## config.mk

```make
export PLATFORM = sky130hd
export DESIGN_NAME = cwfc_ctrl
export DESIGN_NICKNAME = d
export VERILOG_FILES = /design/src/rtl/core/cwfc_pkg.sv /design/src/rtl/core/cwfc_ctrl.sv
export SDC_FILE = /design/constraint.sdc
export NUM_CORES = 1
export LEC_CHECK = 0
export BUFFER_PORTS_ARGS = -buffer_cell sky130_fd_sc_hd__buf_2
export CORE_MARGIN = 5
export CORE_UTILIZATION = 43
export CTS_CLUSTER_SIZE = 28
export DETAILED_ROUTE_END_ITERATION = 10
export PLACE_DENSITY = 0.78
export SYNTH_ARGS = -nofsm -noshare
export SYNTH_HDL_FRONTEND = slang
export SYNTH_SLANG_ARGS = --single-unit
```

## constraint.sdc

```tcl
create_clock -name clk -period 1.25 [get_ports clk]
set_clock_uncertainty 0.05 [all_clocks]
set_input_delay 0.125 -clock clk [delete_from_list [all_inputs] [get_ports clk]]
set_output_delay 0.125 -clock clk [all_outputs]
set_load 0.005 [all_outputs]
```

## src/rtl/core/cwfc_pkg.sv

```systemverilog
// Shared types, constants and helpers for the Caesar word frequency counter.
package cwfc_pkg;

  localparam int unsigned DefaultEntries   = 1024;
  localparam int unsigned DefaultWordBytes = 64;
  localparam int unsigned CountWidth       = 32;
  localparam logic [4:0]  ShiftReset       = 5'd3;
  localparam logic [4:0]  Alphabet         = 5'd26;

  typedef enum logic [1:0] {
    ST_COUNTED  = 2'd0,
    ST_SKIPPED  = 2'd1,
    ST_TOO_LONG = 2'd2,
    ST_FULL     = 2'd3
  } word_status_t;

  typedef struct packed {
    logic         latch_in;
    logic         tok_step;
    logic         tok_clr;
    logic         clr_i;
    logic         inc_i;
    logic         clr_j;
    logic         inc_j;
    logic         meta_rd;
    logic         text_rd;
    logic         copy_rd;
    logic         copy_wr;
    logic         hit_wr;
    logic         new_wr;
    logic         res_word;
    word_status_t res_status;
    logic         load_out;
    logic         buf_end;
  } cmd_t;

  typedef struct packed {
    logic is_delim;
    logic is_open;
    logic last;
    logic skipped;
    logic overlong;
    logic i_end;
    logic len_eq;
    logic j_end;
    logic byte_eq;
    logic full;
  } status_t;

  function automatic logic is_delim(input logic [7:0] c);
    return c == 8'h20 || c == 8'h2E || c == 8'h2C || c == 8'h3A ||
           c == 8'h3B || c == 8'h3F || c == 8'h0A || c == 8'h00;
  endfunction

  function automatic logic [7:0] decipher(input logic [7:0] c, input logic [4:0] shift);
    logic [4:0] s;
    logic [7:0] base;
    logic [5:0] t;
    logic       letter;
    s      = (shift >= Alphabet) ? shift - Alphabet : shift;
    letter = 1'b1;
    base   = 8'h61;
    if (c >= 8'h61 && c <= 8'h7A) begin
      base = 8'h61;
    end else if (c >= 8'h41 && c <= 8'h5A) begin
      base = 8'h41;
    end else begin
      letter = 1'b0;
    end
    t = 6'(c - base) + 6'(Alphabet) - 6'(s);
    if (t >= 6'(Alphabet)) begin
      t = t - 6'(Alphabet);
    end
    return letter ? base + 8'(t) : c;
  endfunction

endpackage

```

## src/rtl/core/cwfc_ctrl.sv

```systemverilog
// Controller: sequences each byte, the table lookup walk and the output handshake.
module cwfc_ctrl (
  input  logic              clk,
  input  logic              rst,
  input  logic              in_valid,
  output logic              in_stall,
  output logic              out_valid,
  input  logic              out_stall,
  input  cwfc_pkg::status_t status,
  output cwfc_pkg::cmd_t    cmd
);

  typedef enum logic [3:0] {
    S_IDLE, S_STEP, S_CLOSE, S_M_RD, S_M_CHK, S_B_RD, S_B_CHK,
    S_HIT, S_MISS, S_C_RD, S_C_WR, S_NEW_WR, S_FINISH
  } state_t;

  state_t state, state_next;
  logic   out_free;

  assign in_stall = state != S_IDLE;
  assign out_free = !(out_valid && out_stall);

  always_comb begin
    cmd        = '0;
    state_next = state;
    unique case (state)
      S_IDLE: begin
        if (in_valid) begin
          cmd.latch_in = 1'b1;
          state_next   = S_STEP;
        end
      end
      S_STEP: begin
        if (status.is_delim) begin
          state_next = status.is_open ? S_CLOSE : S_FINISH;
        end else begin
          cmd.tok_step = 1'b1;
          state_next   = status.last ? S_CLOSE : S_FINISH;
        end
      end
      S_CLOSE: begin
        if (status.skipped) begin
          cmd.res_word   = 1'b1;
          cmd.res_status = cwfc_pkg::ST_SKIPPED;
          cmd.tok_clr    = 1'b1;
          state_next     = S_FINISH;
        end else if (status.overlong) begin
          cmd.res_word   = 1'b1;
          cmd.res_status = cwfc_pkg::ST_TOO_LONG;
          cmd.tok_clr    = 1'b1;
          state_next     = S_FINISH;
        end else begin
          cmd.clr_i  = 1'b1;
          state_next = S_M_RD;
        end
      end
      S_M_RD: begin
        if (status.i_end) begin
          state_next = S_MISS;
        end else begin
          cmd.meta_rd = 1'b1;
          state_next  = S_M_CHK;
        end
      end
      S_M_CHK: begin
        if (status.len_eq) begin
          cmd.clr_j  = 1'b1;
          state_next = S_B_RD;
        end else begin
          cmd.inc_i  = 1'b1;
          state_next = S_M_RD;
        end
      end
      S_B_RD: begin
        if (status.j_end) begin
          state_next = S_HIT;
        end else begin
          cmd.text_rd = 1'b1;
          state_next  = S_B_CHK;
        end
      end
      S_B_CHK: begin
        if (status.byte_eq) begin
          cmd.inc_j  = 1'b1;
          state_next = S_B_RD;
        end else begin
          cmd.inc_i  = 1'b1;
          state_next = S_M_RD;
        end
      end
      S_HIT: begin
        cmd.hit_wr  = 1'b1;
        cmd.tok_clr = 1'b1;
        state_next  = S_FINISH;
      end
      S_MISS: begin
        if (status.full) begin
          cmd.res_word   = 1'b1;
          cmd.res_status = cwfc_pkg::ST_FULL;
          cmd.tok_clr    = 1'b1;
          state_next     = S_FINISH;
        end else begin
          cmd.clr_j  = 1'b1;
          state_next = S_C_RD;
        end
      end
      S_C_RD: begin
        if (status.j_end) begin
          state_next = S_NEW_WR;
        end else begin
          cmd.copy_rd = 1'b1;
          state_next  = S_C_WR;
        end
      end
      S_C_WR: begin
        cmd.copy_wr = 1'b1;
        cmd.inc_j   = 1'b1;
        state_next  = S_C_RD;
      end
      S_NEW_WR: begin
        cmd.new_wr  = 1'b1;
        cmd.tok_clr = 1'b1;
        state_next  = S_FINISH;
      end
      S_FINISH: begin
        if (out_free) begin
          cmd.load_out = 1'b1;
          cmd.buf_end  = status.last;
          state_next   = S_IDLE;
        end
      end
      default: state_next = S_IDLE;
    endcase
  end

  always_ff @(posedge clk) begin
    if (rst) begin
      state     <= S_IDLE;
      out_valid <= 1'b0;
    end else begin
      state <= state_next;
      if (cmd.load_out) begin
        out_valid <= 1'b1;
      end else if (!out_stall) begin
        out_valid <= 1'b0;
      end
    end
  end

  a_no_overwrite: assert property (@(posedge clk) disable iff (rst)
    cmd.load_out |-> !(out_valid && out_stall))
    else $error("pending word overwritten");
  a_one_at_a_time: assert property (@(posedge clk) disable iff (rst)
    (in_valid && !in_stall) |=> in_stall)
    else $error("second word taken while busy");
  a_result_follows: assert property (@(posedge clk) disable iff (rst)
    cmd.load_out |=> out_valid)
    else $error("loaded result not presented");

endmodule
```

==> results of run 1 <==
[what timing repair did]
item                                    4_1_cts
pin swaps                                    14
gates resized for setup                      31
setup buffers                                11
endpoints found under the setup margin       23
[metrics by stage]
stage / setup TNS (ps) / instance area, um2 / hold slack [ps]
2_1_floorplan: 0 / 626 / 144
3_3_place_gp: -468 / 910 / 318
3_5_place_dp: -1080 / 910 / 315
4_1_cts: -3250 / 1150 / 50.7
[cell families after synthesis]
family                 share of synthesized area
and+or+nand+nor                            0.422
AOI/OAI and AO/OA                          0.284
buffers and inverters                      0.116
DFF                                        0.160
muxes                                     0.0180
[cells in the mapped netlist, types with 3 or more instances]
cell	n	area, um2
sky130_fd_sc_hd__a21oi_1	5	25.0
sky130_fd_sc_hd__a22oi_1	3	22.5
sky130_fd_sc_hd__and3_1	3	18.8
sky130_fd_sc_hd__buf_4	3	22.5
sky130_fd_sc_hd__dfxtp_1	5	100
sky130_fd_sc_hd__inv_1	6	22.5
sky130_fd_sc_hd__nand2_1	8	30.0
sky130_fd_sc_hd__nand2b_1	3	18.8
sky130_fd_sc_hd__nand3_1	3	15.0
sky130_fd_sc_hd__nor2_1	10	37.5
sky130_fd_sc_hd__nor3_1	4	20.0
sky130_fd_sc_hd__o21ai_0	3	15.0
==> results.toml, run 1 <==
[outcome]
status = "did not finish"
stage_at_which_the_flow_ended = "global routing (5_1_grt)"
flow.first_error = "[ERROR DPL-0033] detailed placement checks failed during check placement."

[yosys]
synth-seq-area-share = 0.160
synth_seq_cells = 5
synth_async_sr_flop_share = 0
syn_area_um2 = 626
synthCells = 88
synth_edf_count = 0
ys_warn_count = 0
synthFlopType = "sky130_fd_sc_hd__dfxtp_1"
post_synth.cell_area_avg_um2 = 7.11
synth.distinct_cells = 40
nets_in_the_synthesized_netlist = 102

[grt]
grt_max_degree = 9
antenna_found_initial = 0

[sta]
worstEpCategory = "primary output"
grt-worst-endpoint = "cmd[15]"

[floorplanning]
floorplan.initialDensity = 0.469
die_width_um = 48.1
std_cell_rows = 13
floorplan.die.height_um = 48.1
pin_count = 34

[clocking]
htree_depth = 1
cts-root-buf = "sky130_fd_sc_hd__clkbuf_4"
clock-sinks = 5
cts_hold_buf = 0
cts_buffers = 3
cts.path.max_buffers = 2

[placement]
final_wtd_congestion = 0.914
dp_cells = 150
dp.final_hpwl_um = 1740
dp_slack_ps = -154
buffer_ports.inserted = 33
==> run 2, diff against run 1 <==
--- a/config.mk
+++ b/config.mk
@@ -6,11 +6,10 @@
 export NUM_CORES = 1
 export LEC_CHECK = 0
 export BUFFER_PORTS_ARGS = -buffer_cell sky130_fd_sc_hd__buf_2
-export CORE_MARGIN = 5
-export CORE_UTILIZATION = 43
-export CTS_CLUSTER_SIZE = 28
+export CORE_AREA = 5 5 66 68
 export DETAILED_ROUTE_END_ITERATION = 10
-export PLACE_DENSITY = 0.78
+export DIE_AREA = 0 0 71 73
+export PLACE_DENSITY_LB_ADDON = 0.15
 export SYNTH_ARGS = -nofsm -noshare
 export SYNTH_HDL_FRONTEND = slang
 export SYNTH_SLANG_ARGS = --single-unit
==> run 2 against run 1 <==
  * Synthesized cell count unchanged
  * The flow now finishes, with violations (setup timing)
  * Area after synthesis unchanged
==> results.toml, run 2 <==
[outcome]
status = "finished, violations left"
violated_checks = "setup timing"

[floorplanning]
core_area_mm2 = 0.00380
die_width_um = 71
pin_count = 34
floorplan.initialDensity = 0.165
design.die.area_mm2 = 0.00518
floorplan.die.height_um = 73
std_cell_rows = 23

[yosys]
synth_common_cells = "10 x sky130_fd_sc_hd__nor2_1, 8 x sky130_fd_sc_hd__nand2_1, 6 x sky130_fd_sc_hd__inv_1"
synth_async_sr_flop_share = 0
synth_edf_count = 0
yosysMostFrequentCell = "sky130_fd_sc_hd__nor2_1"
ys_warn_count = 0
synth_largest_type_area_fraction = 0.160
post_synth.cell_area_avg_um2 = 7.11
synthDominantAreaCellType = "sky130_fd_sc_hd__dfxtp_1"
synth.distinct_cells = 40
nets_in_the_synthesized_netlist = 102
synthFlopType = "sky130_fd_sc_hd__dfxtp_1"
synth-seq-area-share = 0.160
syn_area_um2 = 626
synth_seq_cells = 5
yosys-top-cells-area = "sky130_fd_sc_hd__dfxtp_1 16%, sky130_fd_sc_hd__nor2_1 6.0%, sky130_fd_sc_hd__nand2_1 4.8%, sky130_fd_sc_hd__a21oi_1 4.0%, sky130_fd_sc_hd__a22oi_1 3.6%"
synthCells = 88

[pwr]
p_clk_frac = 0.106
power.share.switching = 0.391
power-per-cell-area_mw_per_mm2 = 2050
p_leak_nw = 0.650
internal_power_mw = 1.76
pwr-share-comb = 0.781
seq_power_share = 0.113
switchingPower_mw = 1.13
vdd_drop_max_mv = 0.789

[sta]
final_hold_viol_count = 0
fin_hold_ws_ps = 97.2
grt_setup_unrepaired = "yes"
max_clock_freq_mhz = 649
setup_violators_final = 23
accumulated_negative_setup_slack_ps = -3630
final_critical_path_setup_slack_ps = -291
final_critical_path_time_including_i_o_delays_and_setup_ps = 1540
layout_worst_path_cycle_share = 1.23
timing_max_transition_violations_final = 0
slew_headroom = 0.827
worst_slew_pin_slew_ps = 256

[cells_and_area]
nNetsFinal = 174
commonest_non_fill_non_tap_cells_in_the_layout = "29 x sky130_fd_sc_hd__buf_2, 22 x sky130_fd_sc_hd__buf_4, 19 x sky130_fd_sc_hd__buf_6"
registers.top_by_ff_count = "state"
largest_registers = "state (4), out_valid (1)"
final_core_util = 0.372
final.fill_count = 418
syn_to_final_growth_pct = 126
antenna_cells_inserted = 0
multi_input_comb_area_um2 = 594
mostFrequentLayoutCell = "sky130_fd_sc_hd__buf_2"
final-seq-area_um2 = 113
largest_register_ff_count = 4
drive_gt1_frac = 0.704

[min_path]
hold_path_depth = 2
worstHoldPathType = "primary input to flip-flop"

[placement]
final_wtd_congestion = 0.775
dp.final_hpwl_um = 2000
buffer_ports.inserted = 33

[critical_path]
worst_setup_path_start_kind = "flip-flop"
timing.setup.critical_path_class = "flip-flop to primary output"
timing.critical_path.to_type = "primary output"
worstRegToRegCells = 6
crit_chain = "and2b_4 -> o21ai_2 -> a211o_1 -> o21ai_1 -> buf_2"
arrival_ps = 1370
worst-r2r-setup-slack_ps = -140
cp_data_required_time_ps = 1080
critical_path_peak_fanout = 4
cpMaxStageDelayCell = "sky130_fd_sc_hd__dfxtp_2"
slowest_delay_ps = 330

[clocking]
cts.path.max_buffers = 2
cts-root-buf = "sky130_fd_sc_hd__clkbuf_8"
tritoncts = "yes"
htree_depth = 1
cts_buffers = 3
clock-sinks = 5
register_clock_pin_slew_on_the_reported_worst_setup_and_hold_paths_ps = 40
worstSkewPairLatency_ps = 220

[routing]
initialDrtViolationCount = 21
final_routed_drc_violation_total = 0
vias_per_cell = 4.41
route.detailed.wl_per_inst_um = 13.4
drt-pass1-iter-count = 4
route.final.wire_length_um = 2800
route.vias.total = 922
ant_nets = 0

[grt]
grt_first_pass_wirelength_um = 4820
track_usage = 0.116
first_global_vias = 991
grt_max_degree = 8
antenna_found_initial = 0
gr-total-overflow = 0

[flow_run]
timing.max_cap.violations = 0
[run 2: cell counts after synthesis]
No cell type changed its count.
[run 2: final timing paths]
check	start	endpoint
setup reg to reg	state[2]	state[3]
hold / removal	rst	state[1]
hold reg to reg	out_valid	out_valid
setup / recovery	state[3]	cmd[15]
[run 2: cells by family after synthesis]
logic type | count (synthesis) | synth area share
AOI/OAI and AO/OA | 24 | 0.284
buffers and inverters | 12 | 0.116
DFF | 5 | 0.160
and+or+nand+nor | 46 | 0.422
muxes | 1 | 0.0180
[run 2: critical path, delay by kind of cell (launching register included)]
family / cells / cell delay, ps
AOI/OAI and AO/OA: 3 / 430
DFF: 1 / 330
and+or+nand+nor: 1 / 260
buffers and inverters: 1 / 120
[run 2: power by group through the flow]
| stage | Clock [mW] | Sequential, mW | Combinational (mW) |
|---|---|---|---|
| global route | 0.334 | 0.338 | 2.44 |
| global placement | 0 | 0.313 | 1.35 |
| CTS | 0.317 | 0.316 | 2.02 |
| floorplan | 0 | 0.252 | 0.810 |
| detailed placement | 0 | 0.310 | 1.34 |
| finish | 0.307 | 0.327 | 2.26 |
[run 2: repair_timing]
item / in CTS / in global routing
setup endpoints to repair: 23 / 23
buffers inserted: 13 / 4
pin swaps: 16 / 13
hold buffers: 0 / 0
gates resized for setup: 53 / 15
[run 2: cell type report]
class | instances | share of cell area
Inverter | 6 | 0.0160
Tap cell | 50 | 0.0443
Sequential cell | 5 | 0.0798
Multi-Input combinational cell | 71 | 0.421
Timing Repair Buffer | 73 | 0.407
Clock buffer | 4 | 0.0319
[run 2: per-stage QoR]
stage / area, um2 / total power [mW] / worst slack [ps] / std cells
CTS: 1330 / 2.65 / -290 / 206
global route: 1410 / 3.12 / -356 / 209
finish: 1410 / 2.90 / -291 / 209
floorplan: 626 / 1.06 / 43.7 / 88
detailed placement: 983 / 1.65 / -192 / 189
global placement: 983 / 1.66 / -203 / 189
[run 2: per-layer routing]
| metal | part of all wire | wire length (um) | track usage | vias to the layer above |
|---|---|---|---|---|
| met3 | 0.068 | 189 | 0.0248 | 2 |
| li1 | - | - | - | 463 |
| met1 | 0.45 | 1260 | 0.139 | 425 |
| met2 | 0.47 | 1320 | 0.201 | 32 |
| met4 | 0.011 | 31 | 0.0501 | 0 |
| met5 | 0 | 0 | 0 | - |
Note: power is estimated with default switching activity, not from simulation.
